==> src/hw/rtl/dre_pkg.sv <==
// ---------------------------------------------------------------------------
// dre_pkg
// Shared types and codes for the debounced rotary encoder counter.
// ---------------------------------------------------------------------------
package dre_pkg;

    localparam logic OP_SAMPLE = 1'b0;
    localparam logic OP_LOAD   = 1'b1;

    localparam int LIMIT_W = 8;
    localparam int POS_W   = 16;

    localparam logic [LIMIT_W-1:0] LIMIT_RESET = 8'd10;

    typedef struct packed {
        logic                    opcode;
        logic                    pin_a;
        logic                    pin_b;
        logic signed [POS_W-1:0] load_value;
    } dre_in_t;

    typedef struct packed {
        logic signed [POS_W-1:0] position;
        logic                    stable_a;
        logic                    stable_b;
        logic                    stepped;
        logic                    step_up;
    } dre_out_t;

    typedef struct packed {
        logic stable_a;
        logic stable_b;
        logic rise_a;
    } dre_deb_status_t;

endpackage

==> src/hw/rtl/dre_debounce.sv <==
// ---------------------------------------------------------------------------
// dre_debounce
// Two-channel pin debouncer with rising-edge detect on debounced channel A.
// ---------------------------------------------------------------------------
module dre_debounce (
    input  logic                           clk,
    input  logic                           rst_n,
    input  logic                           fire,
    input  logic                           pin_a,
    input  logic                           pin_b,
    input  logic [dre_pkg::LIMIT_W-1:0]    limit,
    output dre_pkg::dre_deb_status_t       status
);
    import dre_pkg::*;

    logic [1:0]         last_raw_reg;
    logic [1:0]         last_raw_next;
    logic [LIMIT_W-1:0] count_reg;
    logic [LIMIT_W-1:0] count_next;
    logic [1:0]         debounced_reg;
    logic [1:0]         debounced_next;
    logic [1:0]         prior_reg;
    logic [1:0]         sample;

    assign sample = {~pin_b, ~pin_a};

    always_comb
    begin
        last_raw_next  = last_raw_reg;
        count_next     = count_reg;
        debounced_next = debounced_reg;
        if (sample == last_raw_reg)
        begin
            if (count_reg >= limit)
            begin
                debounced_next = sample;
            end
            else
            begin
                count_next = count_reg + LIMIT_W'(1);
            end
        end
        else
        begin
            count_next    = '0;
            last_raw_next = sample;
        end
    end

    always_comb
    begin
        status.stable_a = fire ? debounced_next[0] : debounced_reg[0];
        status.stable_b = fire ? debounced_next[1] : debounced_reg[1];
        status.rise_a   = fire & debounced_next[0] & ~prior_reg[0];
    end

    always_ff @(posedge clk or negedge rst_n)
    begin
        if (!rst_n)
        begin
            last_raw_reg  <= '0;
            count_reg     <= '0;
            debounced_reg <= '0;
            prior_reg     <= '0;
        end
        else if (fire)
        begin
            last_raw_reg  <= last_raw_next;
            count_reg     <= count_next;
            debounced_reg <= debounced_next;
            prior_reg     <= debounced_next;
        end
    end

`ifndef SYNTH
    a_prior_tracks: assert property (@(posedge clk) disable iff (!rst_n)
        prior_reg == debounced_reg)
        else $error("prior debounced state diverged");

    a_change_restarts: assert property (@(posedge clk) disable iff (!rst_n)
        fire && (sample != last_raw_reg) |=> count_reg == '0)
        else $error("raw change did not restart the count");

    a_hold_when_idle: assert property (@(posedge clk) disable iff (!rst_n)
        !fire |=> $stable(debounced_reg) && $stable(count_reg))
        else $error("debounce state moved without a sample");

    a_rise_sets_a: assert property (@(posedge clk) disable iff (!rst_n)
        status.rise_a |=> debounced_reg[0] && !$past(debounced_reg[0]))
        else $error("edge flagged without debounced A rising");
`endif

endmodule

==> src/hw/rtl/debounced_rotary_encoder_counter_unit.sv <==
// ---------------------------------------------------------------------------
// debounced_rotary_encoder_counter_unit
// Debounces active-low quadrature pins and keeps a signed 16-bit position.
// ---------------------------------------------------------------------------
// channel  | handshake             | payload
// in       | in_valid / in_ready   | in_data  (dre_in_t)
// out      | out_valid / out_ready | out_data (dre_out_t)
// cfg      | cfg_valid / cfg_ready | cfg_data (debounce limit, 8 bits)
//
// One item per cycle unless the output stalls; its result is in the output
// register from the cycle after acceptance. in_ready is high when the output
// register is empty or being drained, so a stalled output holds input off.
// Reset clears all pin state (pins inactive), the position, and sets the
// debounce limit to 10. cfg_ready is always high.
// ---------------------------------------------------------------------------
module debounced_rotary_encoder_counter_unit (
    input  logic                        clk,
    input  logic                        rst_n,
    input  logic                        in_valid,
    output logic                        in_ready,
    input  dre_pkg::dre_in_t            in_data,
    output logic                        out_valid,
    input  logic                        out_ready,
    output dre_pkg::dre_out_t           out_data,
    input  logic                        cfg_valid,
    output logic                        cfg_ready,
    input  logic [dre_pkg::LIMIT_W-1:0] cfg_data
);
    import dre_pkg::*;

    logic [LIMIT_W-1:0]      limit_reg;
    logic signed [POS_W-1:0] pos_reg;
    logic signed [POS_W-1:0] pos_next;
    logic                    out_valid_reg;
    dre_out_t                out_data_reg;
    dre_out_t                out_data_next;
    dre_deb_status_t         deb_status;
    logic                    accept;
    logic                    fire;

    assign in_ready  = !out_valid_reg || out_ready;
    assign accept    = in_valid && in_ready;
    assign fire      = accept && (in_data.opcode == OP_SAMPLE);
    assign cfg_ready = 1'b1;
    assign out_valid = out_valid_reg;
    assign out_data  = out_data_reg;

    dre_debounce u_debounce (
        .clk    (clk),
        .rst_n  (rst_n),
        .fire   (fire),
        .pin_a  (in_data.pin_a),
        .pin_b  (in_data.pin_b),
        .limit  (limit_reg),
        .status (deb_status)
    );

    always_comb
    begin
        pos_next = pos_reg;
        if (in_data.opcode == OP_LOAD)
        begin
            pos_next = in_data.load_value;
        end
        else if (deb_status.rise_a)
        begin
            pos_next = deb_status.stable_b ? pos_reg + POS_W'(1) : pos_reg - POS_W'(1);
        end
        out_data_next.position = pos_next;
        out_data_next.stable_a = deb_status.stable_a;
        out_data_next.stable_b = deb_status.stable_b;
        out_data_next.stepped  = deb_status.rise_a;
        out_data_next.step_up  = deb_status.rise_a & deb_status.stable_b;
    end

    always_ff @(posedge clk or negedge rst_n)
    begin
        if (!rst_n)
        begin
            limit_reg     <= LIMIT_RESET;
            pos_reg       <= '0;
            out_valid_reg <= 1'b0;
        end
        else
        begin
            if (cfg_valid && cfg_ready)
            begin
                limit_reg <= cfg_data;
            end
            if (accept)
            begin
                pos_reg       <= pos_next;
                out_valid_reg <= 1'b1;
            end
            else if (out_ready)
            begin
                out_valid_reg <= 1'b0;
            end
        end
    end

    always_ff @(posedge clk)
    begin
        if (accept)
        begin
            out_data_reg <= out_data_next;
        end
    end

`ifndef SYNTH
    a_out_matches_pos: assert property (@(posedge clk) disable iff (!rst_n)
        out_valid_reg |-> out_data_reg.position == pos_reg)
        else $error("held result position differs from counter");

    a_step_moves_pos: assert property (@(posedge clk) disable iff (!rst_n)
        fire && deb_status.rise_a |=> pos_reg != $past(pos_reg))
        else $error("step did not move the position");

    a_stall_holds: assert property (@(posedge clk) disable iff (!rst_n)
        out_valid_reg && !out_ready |=> out_valid_reg && $stable(out_data_reg))
        else $error("stalled result changed");
`endif

endmodule

==> config.mk <==
export PLATFORM = sky130hd
export DESIGN_NAME = debounced_rotary_encoder_counter_unit
export DESIGN_NICKNAME = d
export VERILOG_FILES = /design/src/hw/rtl/dre_pkg.sv /design/src/hw/rtl/dre_debounce.sv /design/src/hw/rtl/debounced_rotary_encoder_counter_unit.sv
export SDC_FILE = /design/constraint.sdc
export NUM_CORES = 1
export LEC_CHECK = 0
export BUFFER_PORTS_ARGS = -buffer_cell sky130_fd_sc_hd__buf_4
export CELL_PAD_IN_SITES_DETAIL_PLACEMENT = 1
export CELL_PAD_IN_SITES_GLOBAL_PLACEMENT = 1
export CORE_MARGIN = 2
export CORE_UTILIZATION = 30
export CTS_CLUSTER_SIZE = 14
export DETAILED_ROUTE_END_ITERATION = 6
export PLACE_DENSITY_LB_ADDON = 0.1
export RECOVER_POWER = 100
export SLEW_MARGIN = 20
export SYNTH_ARGS = -nofsm -noshare
export SYNTH_HDL_FRONTEND = slang
export SYNTH_HIERARCHICAL = 1
export SYNTH_SLANG_ARGS = --single-unit
==> constraint.sdc <==
create_clock -name clk -period 3.7 [get_ports clk]
set_clock_uncertainty 0.05 [all_clocks]
set_input_delay 0.555 -clock clk [delete_from_list [all_inputs] [get_ports clk]]
set_output_delay 0.555 -clock clk [all_outputs]
set_load 0.05 [all_outputs]
==> metrics.txt, run 1 <==
crit path DAT=3740 ps; Final Hold Vio Count=0; CP Cell Sequence=ha_1, nand2b_4, a2111oi_4, o21ba_4, o21ai_4, o31ai_4, bufinv_8, ha_4, a21oi_4, o311ai_1, a221o_1, a21oi_4, mux2_4, xnor2_2, o21ai_1; syn avg cell area=9.99 µm²; largest net degree at the start of global routing=38; post-layout net count=518; max incr delay on CP=380 ps; Die W=112 µm; CP most frequent cell=a21oi_4; setup TNS=-18.3 ps; Clock Pin Slew Worst Setup and Hold Paths=50 ps; core box area=0.0114 mm²; P per Cell Area=528 mW/mm²; commonest cells after routing, fill and taps aside=80 x buf_4, 46 x nand2_1, 34 x dfrtp_1; switching power=0.877 mW; Leak=2.11 nW; f_max=269 MHz; RSZ-0062 raised after global routing=yes; minimum clock period=3720 ps; Worst Setup Path Type=reg2reg; Rows=39; crit end category=flop; Gate power share=37.3%; clock power share=31.9%; number of antenna violations at the first check in global routing=0; area grow syn2layout=43.7%; commonest non-fill, non-tap cell in the layout=buf_4; CTS Sinks=57; Die ar.=0.0125 mm²; final setup margin=-18.3 ps; # IOs=55; Sw Ratio=33.1%; routed length per instance=17.9 µm; clk_lat worst skew=330 ps; Via density=5.17; Slew headroom=-55.3%; number of synthesized flops with an enable pin=20; routed wire length=10900 µm; first-pass GRT wire length=18000 µm; Routed Antenna Nets=0; Synth Instances=350; post-synth cell types=61; Vias=3155; Seq/Total Area, Yosys=43.7%; crit path buf inv count=1; max FFs per register=20; Req. time, crit path=3720 ps; Detailed Routing Iterations Pass 1=4; failing checks=max-capacitance violations, max-slew violations, negative setup slack; # port buffers=53; Tcrit/Tclk final=100%; Ant. Diodes=0; CTS Buffer Depth=2; GRT Total Usage=18.5%; die height=112 µm; fraction of layout cells with a size suffix above 1=35.1%; post-layout total power=2.65 mW; DRC=0; Post-Syn Area=0.00350 mm²; cts bufs inserted=9; Flop pwr share=30.8%; Startpoint Class=flop; root buf cell=clkbuf_16; grt ovf=0; Synth Net Count=406; CTS tree=yes; Max-Cap Viols=1; slowest cell on the critical path=dfrtp_1; Max Slew Vio Count=38; Synth Flop Type=dfrtp_1; CTS Hold Bufs=0; #FFs+latches synth=57; maximum vdd ir drop=0.208 mV; worst slew pin tran=2330 ps; status=finished, violations left; H-tree Lvls=3; fraction of registers with async set/reset=64.9%; Internal=1.78 mW; DRT iter0 DRCs=114; Hold Path Class=in2reg; warnings from Yosys=6; CP top delay family=compound AO/OA/AOI/OAI gates; CP max FO=8; vias in the first global route=3406; # setup viols final=1; Initial Util=30.6%; HPWL after DPL=7990 µm; Placer Congestion=0.861; filler-free cell count of the finished design=610; Post-Place Cells=583
cells by family (layout without fill, tap and decap cells):
kind of cell / after synthesis / count (layout) / share of synthesized area, %
compound gates: 102 / 102 / 20.0
xor+xnor: 15 / 15 / 3.76
fa+ha+maj: 24 / 24 / 8.80
buf+inv: 31 / 148 / 3.44
flops: 57 / 57 / 43.7
mux: 21 / 21 / 6.55
other cells: 1 / 1 / 0.107
simple gates: 99 / 99 / 13.6
power groups by stage:
stage               Combinational, mW  Clock, mW  Sequential, mW
floorplan                       0.489          0           0.869
global placement                0.841          0           0.823
detailed placement              0.859          0           0.826
CTS                             0.936      0.864           0.818
global route                     1.09      0.888           0.829
finish                          0.989      0.846           0.818
cell usage after synthesis (all sizes together), types with 2 or more instances:
library cell / count / share of area (%)
a221o: 3 / 0.86
nand2: 47 / 5.0
a21o: 5 / 1.1
o211ai: 3 / 0.79
o31ai: 3 / 0.64
edfxtp: 20 / 17
mux2i: 9 / 2.6
a2bb2oi: 3 / 0.75
a22o: 3 / 0.75
clkinv: 2 / 0.21
a22oi: 3 / 0.64
dfstp: 2 / 1.5
xor2: 6 / 1.5
nand3: 4 / 0.57
inv: 19 / 2.0
mux2: 12 / 4.0
nor4: 2 / 0.36
and3: 3 / 0.54
clkbuf: 8 / 0.86
nor2: 18 / 2.0
dfrtp: 35 / 25
a211oi: 7 / 1.5
nor2b: 4 / 0.79
xnor2: 9 / 2.3
buf: 2 / 0.32
nand4: 4 / 0.89
a21oi: 27 / 4.1
a221oi: 2 / 0.50
and4: 2 / 0.50
o21ai: 25 / 3.6
o21a: 3 / 0.64
nand2b: 8 / 1.6
a31oi: 6 / 1.3
ha: 23 / 8.2
nor3: 4 / 0.72
o21bai: 2 / 0.54
metal layers:
| layer | up-vias | share of wire, % | track usage [%] |
|---|---|---|---|
| met4 | 0 | 1.6 | 7.32 |
| met5 | - | 0 | 0 |
| met3 | 13 | 2.5 | 2.12 |
| met1 | 1593 | 47 | 24.1 |
| li1 | 1506 | - | - |
| met2 | 43 | 49 | 31.4 |
final cells by class:
| class | count | area, µm² |
|---|---|---|
| clock buffers | 15 | 299 |
| clock inverters | 1 | 5.00 |
| fillers | 1321 | 6390 |
| inverters | 21 | 92.6 |
| multi-input cells | 262 | 2160 |
| flip-flops and latches | 57 | 1530 |
| well taps | 143 | 179 |
| repair buffers | 110 | 748 |
| repair inverters | 1 | 6.26 |
worst paths after layout:
check / end / slack, ps / from / depth (start not counted)
worst min-delay path: out_valid / 370 / in_valid / 2
worst min register to register: limit_reg[6] / 460 / limit_reg[6] / 1
min in group asynchronous: limit_reg[2] / 870 / rst_n / 1
max in group asynchronous: out_valid / 1240 / rst_n / 1
worst max register to register: out_data[19] / -20 / limit_reg[0] / 15
worst max-delay path: out_data[19] / -20 / limit_reg[0] / 15
metrics by stage:
| stage | utilization, % | area (µm²) | setup WS [ps] | hold slack, ps |
|---|---|---|---|---|
| floorplan | - | 3630 | -21.1 | 209 |
| global placement | 39.6 | 4520 | -76.1 | 436 |
| detailed placement | 39.6 | 4520 | -88.9 | 451 |
| CTS | 43.6 | 4980 | 7.41 | 184 |
| global route | 44.0 | 5020 | -178 | 390 |
| finish | 44.0 | 5020 | -18.3 | 372 |
repair_timing:
action,4_1_cts,5_1_grt
resized for setup,13,26
endpoints found under the setup margin,11,19
pin swaps,17,22
setup buffers,6,4
cloned,1,0
(Power assumes the default switching activity.)
==> run 2, diff against run 1 <==
- CORE_ASPECT_RATIO: unset -> 0.8
- CORE_UTILIZATION: 30 -> 40
==> run 2 against run 1 <==
  * The run still ends with max-capacitance violations, max-slew violations, negative setup slack left
  * Wire length decreased by 0.16%
  * Sequential cell count stayed put
  * Critical path depth grew 2
  * Non-clock buffer count fell by 19
  * Worst hold slack worse by 11 ps
  * Critical endpoint is now out_data[13]
  * Largest cell class unchanged
  * Largest power group unchanged
  * Highest routed layer unchanged
==> metrics.txt, run 2 (synthesized netlist as in run 1, its figures left out) <==
status=finished, violations left; failing checks=max-capacitance violations, max-slew violations, negative setup slack; WP depth=17; Worst Setup Path Type=reg2reg; Max Slew Vio Count=38; Placer Congestion=0.845; Max-Cap Viols=1; max incr delay on CP=550 ps; worst slew pin tran=2210 ps; core box area=0.00848 mm²; first-pass GRT wire length=16800 µm; # IOs=55; cts bufs inserted=9; commonest cells after routing, fill and taps aside=63 x buf_4, 45 x nand2_1, 34 x dfrtp_1; H-tree Lvls=3; slowest cell on the critical path=dfstp_2; # port buffers=53; max FFs per register=20; grt ovf=0; number of antenna violations at the first check in global routing=0; RSZ-0062 raised after global routing=yes; P per Cell Area=508 mW/mm²; Startpoint Class=flop; final setup margin=-35.6 ps; Design Area, Final=0.00472 mm²; DRC=0; Clock Pin Slew Worst Setup and Hold Paths=70 ps; largest net degree at the start of global routing=38; CTS Buffer Depth=2; Sequential Area=0.00153 mm²; Req. time, crit path=3740 ps; crit path DAT=3780 ps; Initial Util=41.2%; HPWL after DPL=7400 µm; commonest non-fill, non-tap cell in the layout=buf_4; post-layout net count=499; Tcrit/Tclk final=101%; area of the multi-input gates=0.00216 mm²; CTS tree=yes; Die W=109 µm; Slew headroom=-47.5%; Leak=1.96 nW; Hold Path Class=in2reg; # setup viols final=2; CP Cell Sequence=inv_2, ha_4, a2111oi_4, o21ba_4, o21ai_4, o31ai_4, buf_4, inv_4, ha_1, a21o_2, nand4_2, buf_4, a21oi_1, nor2b_2, o21ai_2, xnor2_1, a221o_1; DRT iter0 DRCs=110; crit path buf inv count=4; clk_lat worst skew=350 ps; Routed Antenna Nets=0; worst hold margin=361 ps; crit end category=flop; Rows=30; CP most frequent cell=buf_4; CTS Hold Bufs=0; Final Hold Vio Count=0; CP top delay family=compound AO/OA/AOI/OAI gates; Ant. Diodes=0; hold path cells=2; root buf cell=clkbuf_8; minimum clock period=3740 ps; routed wire length=10900 µm; final core utilization=55.7%; filler cell count in the final layout=977; vias in the first global route=3210; CP max FO=7; routed length per instance=19.5 µm; f_max=268 MHz; GRT Total Usage=23.4%; Detailed Routing Iterations Pass 1=4; Vias=3131; area grow syn2layout=35.1%; R2R depth=17; CTS Sinks=57; maximum vdd ir drop=0.213 mV; Via density=5.59; fraction of layout cells with a size suffix above 1=32.6%; placed inst area=0.00431 mm²; Die ar.=0.00951 mm²; die height=87.6 µm
==> run 2: path summary, 6_finish.rpt <==
kind	startpoint	slack (ps)	to
setup / recovery	limit_reg[1]	-40	out_data[13]
setup reg to reg	limit_reg[1]	-40	out_data[13]
hold / removal	in_valid	360	out_valid
max in group asynchronous	rst_n	1370	out_valid
hold reg to reg	limit_reg[5]	460	limit_reg[5]
min in group asynchronous	rst_n	800	u_debounce/last_raw_reg[0]
==> run 2: report_power, final <==
group          switching (mW)  total [mW]  internal (mW)
Clock                   0.266       0.650          0.384
Combinational           0.500       0.926          0.426
Sequential             0.0835       0.824          0.741
Total                   0.849        2.40           1.55
==> run 2: layer usage <==
metal | vias to the layer above | part of all wire, % | track usage, % | wire [µm]
li1 | 1465 | - | - | -
met1 | 1560 | 49 | 33.4 | 5320
met2 | 87 | 45 | 35.9 | 4880
met3 | 19 | 5.0 | 5.73 | 547
met4 | 0 | 1.6 | 6.06 | 176
met5 | - | 0 | 0 | 0
==> run 2: layout make-up <==
type | instances | share of cell area [%]
Timing Repair inverter | 1 | 0.132
Timing Repair Buffer | 91 | 12.3
Tap cell | 112 | 2.97
Inverter | 21 | 1.96
Multi-Input combinational cell | 262 | 45.6
Sequential cell | 57 | 32.4
Clock inverter | 2 | 0.742
Clock buffer | 14 | 3.87
==> run 2: per-stage QoR <==
| stage | setup slack [ps] | total power [mW] | cells | setup TNS [ps] |
|---|---|---|---|---|
| after global routing | -153 | 2.53 | 560 | -1170 |
| final | -35.6 | 2.40 | 560 | -64.6 |
| after CTS | -7.10 | 2.32 | 549 | -7.10 |
| after detailed placement | -102 | 1.61 | 529 | -197 |
| after floorplan | -21.1 | 1.36 | 350 | -21.1 |
| after global placement | 20.8 | 1.58 | 529 | 0 |
==> run 2: what timing repair did <==
| action | in CTS | in global routing |
|---|---|---|
| endpoints found under the setup margin | 8 | 16 |
| hold endpoints to repair | 0 | 0 |
| cloned | 1 | 0 |
| buffers inserted | 3 | 12 |
| pin swaps | 8 | 21 |
| gates resized for setup | 12 | 26 |
==> run 3, diff against run 2 <==
- RECOVER_POWER: 100 -> 50
==> run 3 against run 2 <==
  * Wire length is essentially flat
  * Clock-buffer cell count is the same
  * Worst setup slack lost 0.79 ps
  * The flow still finishes with violations (max-capacitance violations, max-slew violations, negative setup slack)
  * Sequential cell count is the same
  * Cell count is the same
  * Design area grew 0.95%
  * Sequential share of layout area shrank 0.31 points
  * Register-to-register slack is essentially flat
  * Non-clock buffer count is the same
  * Die area is the same
  * Maximum frequency is essentially flat
  * Global-route usage is the same
  * Critical path type unchanged
  * Critical endpoint unchanged
==> metrics.txt, run 3 (synthesized netlist as in run 1, its figures left out) <==
status=finished, violations left; failing checks=max-capacitance violations, max-slew violations, negative setup slack; grt ovf=0; Sequential Area=0.00153 mm²; vias in the first global route=3210; cts bufs inserted=9; CP most frequent cell=buf_4; routed length per instance=19.5 µm; HPWL after DPL=7400 µm; final setup margin=-36.4 ps; worst slew pin tran=2210 ps; filler-free cell count of the finished design=560; maximum vdd ir drop=0.213 mV; crit end category=flop; minimum clock period=3740 ps; die height=87.6 µm; DRC=0; CP max FO=7; commonest non-fill, non-tap cell in the layout=buf_4; commonest cells after routing, fill and taps aside=75 x buf_4, 45 x nand2_1, 34 x dfrtp_1; final core utilization=56.2%; area grow syn2layout=36.4%; fraction of layout cells with a size suffix above 1=35.3%; routed wire length=10900 µm; Slew headroom=-47.6%; Hold Path Class=in2reg; Detailed Routing Iterations Pass 1=4; CTS Sinks=57; # port buffers=53; Max-Cap Viols=1; Via density=5.58; Leak=2.01 nW; Final Hold Vio Count=0; max FFs per register=20; Worst Setup Path Type=reg2reg; root buf cell=clkbuf_8; Die W=109 µm; GRT Total Usage=23.4%; filler cell count in the final layout=970; post-layout net count=499; worst hold margin=360 ps; Tcrit/Tclk final=101%; crit path DAT=3780 ps; Rows=30; Initial Util=41.2%; setup TNS=-70.0 ps; # IOs=55; Max Slew Vio Count=38; DRT iter0 DRCs=122; CP Cell Sequence=inv_2, ha_4, a2111oi_4, o21ba_4, o21ai_4, o31ai_4, buf_4, inv_4, ha_1, a21o_2, nand4_2, buf_4, a21oi_1, nor2b_2, o21ai_2, xnor2_1, a221o_1; CTS Buffer Depth=2; Vias=3123; core box area=0.00848 mm²; post-layout total power=2.41 mW; RSZ-0062 raised after global routing=yes; Design Area, Final=0.00477 mm²; Routed Antenna Nets=0; # setup viols final=2; CTS tree=yes; number of antenna violations at the first check in global routing=0; max incr delay on CP=550 ps; Post-Place Cells=529; Ant. Diodes=0; Die ar.=0.00951 mm²; Req. time, crit path=3740 ps; H-tree Lvls=3; f_max=268 MHz; pre-CTS WS=-102 ps; area of the multi-input gates=0.00216 mm²; Placer Congestion=0.845; largest net degree at the start of global routing=38; Clock Pin Slew Worst Setup and Hold Paths=70 ps; placed inst area=0.00431 mm²; P per Cell Area=505 mW/mm²; first-pass GRT wire length=16800 µm; slowest cell on the critical path=dfstp_2; clk_lat worst skew=350 ps; Startpoint Class=flop
==> run 3: cell types whose count changed in the layout (fill, tap and decap cells not counted) <==
cell,delta
o21bai_1,-1
buf_4,+12
o21bai_2,+1
clkbuf_4,-1
clkbuf_1,-11
==> run 3: where the power goes <==
part | total, mW | internal, mW | switching (mW)
combinational | 0.934 | 0.434 | 0.501
clock | 0.649 | 0.384 | 0.265
sequential | 0.824 | 0.740 | 0.0836
total | 2.41 | 1.56 | 0.849
==> run 3: final timing paths <==
kind / startpoint / end / slack (ps) / depth (start not counted)
worst max-delay path: limit_reg[1] / out_data[13] / -40 / 17
worst min-delay path: in_valid / out_valid / 360 / 2
worst max register to register: limit_reg[1] / out_data[13] / -40 / 17
worst min register to register: limit_reg[5] / limit_reg[5] / 460 / 1
max in group asynchronous: rst_n / out_valid / 1370 / 1
min in group asynchronous: rst_n / u_debounce/last_raw_reg[0] / 800 / 1
==> run 3: final cells by class <==
class / count / share of cell area (%)
Sequential cell: 57 / 32.1
Tap cell: 112 / 2.94
Clock inverter: 2 / 0.735
Clock buffer: 14 / 3.83
Multi-Input combinational cell: 262 / 45.3
Timing Repair inverter: 1 / 0.131
Inverter: 21 / 1.94
Timing Repair Buffer: 91 / 13.1
==> run 3: per-layer routing <==
layer / up-vias / wire (µm) / GRT usage, %
li1: 1460 / - / -
met1: 1553 / 5260 / 33.4
met2: 93 / 4920 / 35.9
met3: 17 / 574 / 5.73
met4: 0 / 170 / 6.06
met5: - / 0 / 0
==> run 3: timing repair <==
action                     4_1_cts  5_1_grt
setup endpoints to repair        8       16
cloned                           1        0
setup buffers                    3       12
pin swaps                        8       21
gates resized for setup         12       26
hold buffers                     0        0
==> run 3: worst max-delay path: cells and delay by family, from the launching register on <==
kind / cells / cell delay, ps
XOR/XNOR: 1 / 110
flip-flops: 1 / 550
buffers and inverters: 4 / 460
AND/OR/NAND/NOR: 2 / 250
AO/OA/AOI/OAI: 8 / 1560
adder cells (fa/ha/maj): 2 / 490
